File: config.mk
export PLATFORM = sky130hd
export DESIGN_NAME = json_string_unescape_utf8_flat
export DESIGN_NICKNAME = d
export VERILOG_FILES = /design/src/hw/rtl/jsu_pkg.sv /design/src/hw/rtl/jsu_in_if.sv /design/src/hw/rtl/jsu_out_if.sv /design/src/hw/rtl/jsu_decode.sv /design/src/hw/rtl/jsu_emit.sv /design/src/hw/rtl/json_string_unescape_utf8.sv /design/src/flat_wrapper.sv
export SDC_FILE = /design/constraint.sdc
export NUM_CORES = 1
export LEC_CHECK = 0
export ABC_CLOCK_PERIOD_IN_PS = 8500
export CAP_MARGIN = 5
export CORE_AREA = 4 4 113 115
export CTS_CLUSTER_DIAMETER = 60
export DETAILED_ROUTE_END_ITERATION = 7
export DIE_AREA = 0 0 117 119
export DONT_BUFFER_PORTS = 1
export HOLD_SLACK_MARGIN = 0.03
export SKIP_CTS_REPAIR_TIMING = 1
export SLEW_MARGIN = 20
export SYNTH_ARGS = -nofsm -noshare
export SYNTH_HDL_FRONTEND = slang
export SYNTH_HIERARCHICAL = 1
export SYNTH_SLANG_ARGS = --single-unit
export TNS_END_PERCENT = 30
File: constraint.sdc
create_clock -name clk_i -period 8.5 [get_ports clk_i]
set_input_delay 0.85 -clock clk_i [delete_from_list [all_inputs] [get_ports clk_i]]
set_output_delay 0.85 -clock clk_i [all_outputs]
set_load 0.02 [all_outputs]
File: src/hw/rtl/jsu_pkg.sv
// ----------------------------------------------------------------------------
// JSON string unescape package
// Shared result codes and the record types passed between the decode and
// emit stages.
// ----------------------------------------------------------------------------
`default_nettype none

package jsu_pkg;

  // Number of result bytes one input byte can cause (a three-byte UTF-8 form).
  localparam int unsigned MaxResults = 3;

  // Result status codes.
  typedef enum logic [2:0] {
    ST_DATA  = 3'd0,
    ST_DONE  = 3'd1,
    ST_BADCH = 3'd2,
    ST_END   = 3'd3,
    ST_CTRL  = 3'd4
  } status_e;

  // One result item.
  typedef struct packed {
    logic [7:0] out_byte;
    status_e    status;
    logic       last;
  } result_t;

  // Results caused by one input byte, handed from decode to emit.
  typedef struct packed {
    logic                 fire;
    logic [1:0]           count;
    result_t [MaxResults-1:0] res;
  } group_t;

endpackage

`default_nettype wire

File: src/hw/rtl/jsu_in_if.sv
// ----------------------------------------------------------------------------
// JSON text input channel
// Valid/ready channel carrying one raw text byte and an end-of-input flag.
// ----------------------------------------------------------------------------
`default_nettype none

interface jsu_in_if;
  logic       valid;
  logic       ready;
  logic [7:0] in_byte;
  logic       end_of_input;

  modport source (output valid, output in_byte, output end_of_input, input ready);
  modport sink   (input valid, input in_byte, input end_of_input, output ready);
endinterface

`default_nettype wire

File: src/hw/rtl/jsu_out_if.sv
// ----------------------------------------------------------------------------
// Decoded string output channel
// Valid/ready channel carrying one decoded byte, its status and a last flag.
// ----------------------------------------------------------------------------
`default_nettype none

interface jsu_out_if;
  logic       valid;
  logic       ready;
  logic [7:0] out_byte;
  logic [2:0] status;
  logic       last;

  modport source (output valid, output out_byte, output status, output last, input ready);
  modport sink   (input valid, input out_byte, input status, input last, output ready);
endinterface

`default_nettype wire

File: src/hw/rtl/jsu_decode.sv
// ----------------------------------------------------------------------------
// JSON string unescape decode stage
// Registers the incoming byte, tracks the string phase and hex accumulator,
// and computes all results for the registered byte in one pass.
// ----------------------------------------------------------------------------
`default_nettype none

module jsu_decode (
  input  wire logic           clk_i,
  input  wire logic           rst_ni,
  jsu_in_if.sink              in_i,
  input  wire logic           take_i,
  output jsu_pkg::group_t     grp_o
);

  typedef enum logic [2:0] {
    PH_IDLE = 3'd0,
    PH_STR  = 3'd1,
    PH_ESC  = 3'd2,
    PH_HEX1 = 3'd3,
    PH_HEX2 = 3'd4,
    PH_HEX3 = 3'd5,
    PH_HEX4 = 3'd6
  } phase_e;

  // ASCII characters of interest.
  localparam logic [7:0] ChQuote = 8'h22;
  localparam logic [7:0] ChBack  = 8'h5C;
  localparam logic [7:0] ChSlash = 8'h2F;

  logic       vld_q;
  logic [7:0] byte_q;
  logic       eoi_q;
  phase_e     phase_q, phase_d;
  logic [15:0] acc_q, acc_d;
  logic       fire;

  logic [4:0]  hex_val;
  logic [15:0] cp;
  jsu_pkg::group_t grp;

  // Hex digit decode: bit 4 flags a valid digit.
  function automatic logic [4:0] hex_digit(input logic [7:0] c);
    logic [4:0] r;
    r = 5'd0;
    if (c >= 8'h30 && c <= 8'h39)      r = {1'b1, c[3:0]};
    else if (c >= 8'h61 && c <= 8'h66) r = {1'b1, c[3:0] + 4'd9};
    else if (c >= 8'h41 && c <= 8'h46) r = {1'b1, c[3:0] + 4'd9};
    return r;
  endfunction

  function automatic jsu_pkg::result_t mk(input logic [7:0] b,
                                          input jsu_pkg::status_e st,
                                          input logic l);
    jsu_pkg::result_t r;
    r.out_byte = b;
    r.status   = st;
    r.last     = l;
    return r;
  endfunction

  // The input register frees when its byte moves into the emit stage.
  assign fire       = vld_q && take_i;
  assign in_i.ready = !vld_q || take_i;

  always_ff @(posedge clk_i or negedge rst_ni) begin
    if (!rst_ni) begin
      vld_q   <= 1'b0;
      phase_q <= PH_IDLE;
      acc_q   <= 16'd0;
    end else begin
      if (in_i.ready) begin
        vld_q <= in_i.valid;
      end
      if (fire) begin
        phase_q <= phase_d;
        acc_q   <= acc_d;
      end
    end
  end

  always_ff @(posedge clk_i) begin
    if (in_i.valid && in_i.ready) begin
      byte_q <= in_i.in_byte;
      eoi_q  <= in_i.end_of_input;
    end
  end

  assign hex_val = hex_digit(byte_q);
  assign cp      = {acc_q[11:0], hex_val[3:0]};

  // Next state and results for the registered byte.
  always_comb begin
    phase_d    = phase_q;
    acc_d      = acc_q;
    grp.fire   = fire;
    grp.count  = 2'd0;
    grp.res[0] = mk(8'd0, jsu_pkg::ST_DATA, 1'b1);
    grp.res[1] = mk(8'd0, jsu_pkg::ST_DATA, 1'b1);
    grp.res[2] = mk(8'd0, jsu_pkg::ST_DATA, 1'b1);
    if (eoi_q) begin
      phase_d    = PH_IDLE;
      acc_d      = 16'd0;
      grp.count  = 2'd1;
      grp.res[0] = mk(8'd0, jsu_pkg::ST_END, 1'b1);
    end else begin
      unique case (phase_q)
        PH_STR: begin
          if (byte_q == ChQuote) begin
            phase_d    = PH_IDLE;
            grp.count  = 2'd1;
            grp.res[0] = mk(8'd0, jsu_pkg::ST_DONE, 1'b1);
          end else if (byte_q == ChBack) begin
            phase_d = PH_ESC;
          end else if (byte_q < 8'h20 || byte_q == 8'h7F) begin
            phase_d    = PH_IDLE;
            acc_d      = 16'd0;
            grp.count  = 2'd1;
            grp.res[0] = mk(8'd0, jsu_pkg::ST_CTRL, 1'b1);
          end else begin
            grp.count  = 2'd1;
            grp.res[0] = mk(byte_q, jsu_pkg::ST_DATA, 1'b1);
          end
        end
        PH_ESC: begin
          grp.count = 2'd1;
          phase_d   = PH_STR;
          unique case (byte_q)
            ChQuote, ChBack, ChSlash: grp.res[0] = mk(byte_q, jsu_pkg::ST_DATA, 1'b1);
            8'h62:   grp.res[0] = mk(8'h08, jsu_pkg::ST_DATA, 1'b1);
            8'h66:   grp.res[0] = mk(8'h0C, jsu_pkg::ST_DATA, 1'b1);
            8'h6E:   grp.res[0] = mk(8'h0A, jsu_pkg::ST_DATA, 1'b1);
            8'h72:   grp.res[0] = mk(8'h0D, jsu_pkg::ST_DATA, 1'b1);
            8'h74:   grp.res[0] = mk(8'h09, jsu_pkg::ST_DATA, 1'b1);
            8'h75: begin
              phase_d   = PH_HEX1;
              acc_d     = 16'd0;
              grp.count = 2'd0;
            end
            default: begin
              phase_d    = PH_IDLE;
              acc_d      = 16'd0;
              grp.res[0] = mk(8'd0, jsu_pkg::ST_BADCH, 1'b1);
            end
          endcase
        end
        PH_HEX1, PH_HEX2, PH_HEX3, PH_HEX4: begin
          if (!hex_val[4]) begin
            phase_d    = PH_IDLE;
            acc_d      = 16'd0;
            grp.count  = 2'd1;
            grp.res[0] = mk(8'd0, jsu_pkg::ST_BADCH, 1'b1);
          end else if (phase_q != PH_HEX4) begin
            acc_d   = cp;
            phase_d = phase_e'(phase_q + 3'd1);
          end else begin
            // Fourth digit: encode the code unit as UTF-8.
            acc_d   = cp;
            phase_d = PH_STR;
            if (cp <= 16'h007F) begin
              grp.count  = 2'd1;
              grp.res[0] = mk(cp[7:0], jsu_pkg::ST_DATA, 1'b1);
            end else if (cp <= 16'h07FF) begin
              grp.count  = 2'd2;
              grp.res[0] = mk({3'b110, cp[10:6]}, jsu_pkg::ST_DATA, 1'b0);
              grp.res[1] = mk({2'b10, cp[5:0]}, jsu_pkg::ST_DATA, 1'b1);
            end else begin
              grp.count  = 2'd3;
              grp.res[0] = mk({4'b1110, cp[15:12]}, jsu_pkg::ST_DATA, 1'b0);
              grp.res[1] = mk({2'b10, cp[11:6]}, jsu_pkg::ST_DATA, 1'b0);
              grp.res[2] = mk({2'b10, cp[5:0]}, jsu_pkg::ST_DATA, 1'b1);
            end
          end
        end
        default: begin
          // Idle, and the unused phase code, wait for the opening quote.
          if (byte_q == ChQuote) begin
            phase_d = PH_STR;
          end else begin
            phase_d    = PH_IDLE;
            acc_d      = 16'd0;
            grp.count  = 2'd1;
            grp.res[0] = mk(8'd0, jsu_pkg::ST_BADCH, 1'b1);
          end
        end
      endcase
    end
  end

  assign grp_o = grp;

endmodule

`default_nettype wire

File: src/hw/rtl/jsu_emit.sv
// ----------------------------------------------------------------------------
// JSON string unescape emit stage
// Holds the results of one decoded byte and presents them one per request
// on the output channel.
// ----------------------------------------------------------------------------
`default_nettype none

module jsu_emit (
  input  wire logic            clk_i,
  input  wire logic            rst_ni,
  input  wire jsu_pkg::group_t grp_i,
  output logic                 take_o,
  jsu_out_if.source            out_o
);

  jsu_pkg::result_t [jsu_pkg::MaxResults-1:0] res_q;
  logic [1:0] cnt_q;
  logic [1:0] idx_q;
  logic       pop;
  jsu_pkg::result_t cur;

  assign cur  = res_q[idx_q];
  assign pop  = out_o.valid && out_o.ready;
  // A new group may land once the last held result leaves.
  assign take_o = (cnt_q == 2'd0) || (cnt_q == 2'd1 && out_o.ready);

  always_ff @(posedge clk_i or negedge rst_ni) begin
    if (!rst_ni) begin
      cnt_q <= 2'd0;
      idx_q <= 2'd0;
    end else begin
      if (grp_i.fire && grp_i.count != 2'd0) begin
        cnt_q <= grp_i.count;
        idx_q <= 2'd0;
      end else if (pop) begin
        cnt_q <= cnt_q - 2'd1;
        idx_q <= idx_q + 2'd1;
      end
    end
  end

  always_ff @(posedge clk_i) begin
    if (grp_i.fire && grp_i.count != 2'd0) begin
      res_q <= grp_i.res;
    end
  end

  assign out_o.valid    = (cnt_q != 2'd0);
  assign out_o.out_byte = cur.out_byte;
  assign out_o.status   = cur.status;
  assign out_o.last     = cur.last;

endmodule

`default_nettype wire

File: src/hw/rtl/json_string_unescape_utf8.sv
// ----------------------------------------------------------------------------
// JSON string unescape to UTF-8
// Decodes a JSON string literal byte stream, with escapes and \u code
// units, into UTF-8 bytes with a status code on each result.
// ----------------------------------------------------------------------------
//  Channel  Dir  Payload                         Handshake
//  in_i     in   in_byte[7:0], end_of_input      valid/ready
//  out_o    out  out_byte[7:0], status[2:0], last valid/ready
//
//  One input byte is taken per cycle while each byte yields at most one result
//  and the output is ready. A \u escape ending in a code unit above 0x7F yields
//  two or three results, sent one per cycle from the emit buffer while the
//  output is ready, so the input waits until the last of them is being sent.
//  The first result is valid once its byte has moved on into the emit buffer.
//  Reset returns to idle (awaiting the opening quote) with no results pending.
//  Output stalls back up through the emit buffer and the input register.
// ----------------------------------------------------------------------------
`default_nettype none

module json_string_unescape_utf8 (
  input  wire logic  clk_i,
  input  wire logic  rst_ni,
  jsu_in_if.sink     in_i,
  jsu_out_if.source  out_o
);

  jsu_pkg::group_t grp;
  logic            take;

  // Input register, phase tracking and single-pass decode.
  jsu_decode u_decode (
    .clk_i  (clk_i),
    .rst_ni (rst_ni),
    .in_i   (in_i),
    .take_i (take),
    .grp_o  (grp)
  );

  // Result buffer that serializes multi-byte results.
  jsu_emit u_emit (
    .clk_i  (clk_i),
    .rst_ni (rst_ni),
    .grp_i  (grp),
    .take_o (take),
    .out_o  (out_o)
  );

endmodule

`default_nettype wire
File: src/flat_wrapper.sv
// flat-port wrapper written by rule: the top's interface ports become plain ports
module json_string_unescape_utf8_flat 
  (clk_i, rst_ni, in_i_valid, in_i_in_byte, in_i_end_of_input, in_i_ready, out_o_valid, out_o_out_byte, out_o_status, out_o_last, out_o_ready);
  jsu_in_if in_i_i ();
  jsu_out_if out_o_i ();
  input  wire logic clk_i;
  input  wire logic rst_ni;
  input wire logic [$bits(in_i_i.valid)-1:0] in_i_valid;
  input wire logic [$bits(in_i_i.in_byte)-1:0] in_i_in_byte;
  input wire logic [$bits(in_i_i.end_of_input)-1:0] in_i_end_of_input;
  output wire logic [$bits(in_i_i.ready)-1:0] in_i_ready;
  output wire logic [$bits(out_o_i.valid)-1:0] out_o_valid;
  output wire logic [$bits(out_o_i.out_byte)-1:0] out_o_out_byte;
  output wire logic [$bits(out_o_i.status)-1:0] out_o_status;
  output wire logic [$bits(out_o_i.last)-1:0] out_o_last;
  input wire logic [$bits(out_o_i.ready)-1:0] out_o_ready;
  assign in_i_i.valid = in_i_valid;
  assign in_i_i.in_byte = in_i_in_byte;
  assign in_i_i.end_of_input = in_i_end_of_input;
  assign in_i_ready = in_i_i.ready;
  assign out_o_valid = out_o_i.valid;
  assign out_o_out_byte = out_o_i.out_byte;
  assign out_o_status = out_o_i.status;
  assign out_o_last = out_o_i.last;
  assign out_o_i.ready = out_o_ready;
  json_string_unescape_utf8 u_core (.clk_i(clk_i), .rst_ni(rst_ni), .in_i(in_i_i), .out_o(out_o_i));
endmodule
==> results_dict.tcl <==
set metrics [dict create \
    worstPathArrival_ns 2.93 \
    drt_iter0_drc 242 \
    antennaDiodeCount 0 \
    dpl_worst_slack_ns 5.62 \
    cts_buffer_depth 2 \
    synth-warning-count 6 \
    cts_tree "done" \
    setup-tns-final_ns 0 \
    antenna_found_initial 0 \
    grt_usage_pct 13.0 \
    clk_pin_slew_ns 0.06 \
    dp_cells 518 \
    dpl_cell_area_sq_um 4000 \
    clkSinkCount 65 \
    cts-root-buf "clkbuf_16" \
    ys_types 73 \
    critPathMaxFanout 38 \
    start_kind "flop" \
    cts_buffers 9 \
    crit_required_ns 8.48 \
    tightestPinTransition_ns 0.894 \
    power.density_nw_per_um2 275 \
    crit_start "u_core/u_decode/byte_q[0]" \
    num_rows 40 \
    overflow 0 \
    cap_violations 0 \
    ios 27 \
    synth-seq-cells 65 \
    crit_path_end_kind "flop" \
    place_congestion 0.890 \
    min_period_ns 2.96 \
    fin_worst_skew_ns 0.00555 \
    hold_violations 0 \
    stdcell_area_sq_um 4300 \
    r2r_start "u_core/u_decode/byte_q[0]" \
    yosysSeqAreaShare_pct 47.1 \
    avgSynthCellArea_sq_um 10.1 \
    fin_crit_sh_pct 34.8 \
    ant_nets 0 \
    hp-class "input port to asynchronous set/reset pin" \
    start_util_pct 33.3 \
    grt_pass1_wl_microns 14200 \
    die_y_microns 119 \
    coreArea_sq_um 11800 \
    outcome "finished, final reports clean" \
    worstSetupPathType "flop to flop" \
    clk_latency_ns 0.33 \
    num_vias 2933 \
    p_leak_nw 1.48 \
    synth-async-reset-ratio_pct 30.8 \
    fin_ws_ns 5.54 \
    nets 401 \
    die_w_microns 117 \
    synthFlopType "edfxtp_1" \
    syn_inst 388 \
    die-area_sq_um 13900 \
    h-tree-depth 3 \
    max_freq_mhz 338 \
    via_per_inst 5.49 \
    dpl.hpwl_microns 6420 \
    ir_drop_uv 120 \
    drc 0 \
    grt_setup_unrepaired "false" \
    numPortBuffers 0 \
    totalWireLength_microns 8820 \
    routedWlPerCell_microns 16.5 \
    synth-edff-count 45 \
    drt_pass1_iterations 5 \
    slew_headroom_pct 40.2 \
    syn_to_final_growth_pct 9.32 \
    grt_pass1_vias 2729 \
    fin_cells 534 \
    ff2ff_path_depth 9 \
    syn_area_sq_um 3940 \
    maxSlewViolCount 0 \
    grt_max_degree 39 \
    drive_gt1_share_pct 12.1 \
    setup_viol 0 \
]
-- logic make-up after synthesis --
group | Yosys count | share of synthesized area (%)
mux | 15 | 3.85
xor+xnor | 4 | 0.890
compound gates | 102 | 19.2
flops | 65 | 47.1
buf+inv | 50 | 6.68
simple gates | 144 | 20.3
other cells | 2 | 0.191
fa+ha+maj | 6 | 1.91
-- per-stage QoR --
stage / utilization [%] / hold WS, ns / power (mW)
after floorplan: - / 0.501 / 0.755
after detailed placement: 33.8 / 0.552 / 0.816
final: 36.4 / 0.206 / 1.18
after global routing: 36.4 / 0.187 / 1.25
after global placement: 33.8 / 0.555 / 0.809
after CTS: 36.4 / 0.197 / 1.19
-- where the power goes --
part           total (mW)  switching, mW  internal, mW
Sequential          0.495         0.0597         0.435
Combinational       0.312          0.220        0.0923
Clock               0.376          0.140         0.235
-- synthesized netlist by cell type, types with 3 or more instances --
cell / n / area share [%]
nand2b_1: 10 / 1.6
buf_4: 10 / 1.9
edfxtp_1: 45 / 34
nor4_1: 3 / 0.48
a31oi_1: 7 / 1.1
and3_1: 4 / 0.64
o21ai_0: 28 / 3.6
inv_1: 21 / 2.0
mux2i_1: 14 / 3.6
nor2b_1: 6 / 0.95
nand4_1: 3 / 0.48
a22o_1: 5 / 1.1
ha_1: 6 / 1.9
a21oi_1: 12 / 1.5
and2_1: 7 / 1.1
or3_1: 3 / 0.48
nand3_1: 7 / 0.89
nand2_1: 51 / 4.9
o221ai_1: 3 / 0.67
o221ai_2: 9 / 3.4
nor2_1: 17 / 1.6
nor3_1: 7 / 0.89
buf_6: 3 / 0.86
dfrtp_1: 20 / 13
clkbuf_1: 9 / 0.86
o21ai_1: 10 / 1.3
nor3b_1: 5 / 0.95
-- critical path, stage by stage, from the launching register on --
cell and delay (ns):
edfxtp_1 0.52, inv_1 0.16, ha_1 0.35, nor3b_1 0.48, nor3_1 0.13, nor3_1 0.21
nor3_1 0.08, nand4_1 0.14, o21a_1 0.12, buf_4 0.40
-- final cells by class --
cell class,count,area (sq um)
clock buffer,10,239
clock inverter,6,67.6
multi-input combinational,280,1850
tap,147,184
timing repair buffer,4,30.0
inverter,22,82.6
sequential,65,1850
fill,1155,7510
-- final timing paths --
path | to | slack (ns)
setup / recovery | u_core/u_emit/res_q[16] | 5.54
hold / removal | u_core/u_decode/acc_q[9] | 0.21
setup reg to reg | u_core/u_emit/res_q[16] | 5.54
hold reg to reg | u_core/u_decode/acc_q[11] | 0.56
max in group asynchronous | u_core/u_emit/cnt_q[1] | 8.21
min in group clk_i | u_core/u_decode/acc_q[11] | 0.56
-- cell usage in the layout, fill, tap and decap left out, types with 4 or more instances in the layout --
master and n:
edfxtp_1 45, nand2b_1 10, clkbuf_16 9, ha_1 6
o21ai_0 28, mux2i_1 14, nand3_1 7, buf_4 4
dfrtp_1 20, a21oi_1 12, nor3_1 7, nor2_1 17
nor3b_1 5, a22o_1 5, and3_1 4, o21ai_1 10
inv_1 21, nand2_1 51, conb_1 9, and2_1 7
o221ai_2 9, nor2b_1 6, a31oi_1 7
-- state kept, by name, summed over array words and instances, names as in the netlist --
name and count:
u_core/u_emit/idx_q 2, u_core/u_decode/byte_q 8, u_core/u_emit/res_q 36, u_core/u_decode/phase_q 3, u_core/u_decode/acc_q 12, u_core/u_decode/vld_q 1, u_core/u_emit/cnt_q 2, u_core/u_decode/eoi_q 1
-- metal layers --
layer / routed length (microns) / global-route usage [%] / vias up
li1: - / - / 1407
met1: 4220 / 18.7 / 1408
met2: 3910 / 19.2 / 109
met3: 603 / 4.07 / 9
met4: 81 / 2.80 / 0
met5: 0 / 0 / -
(Power assumes the default switching activity.)
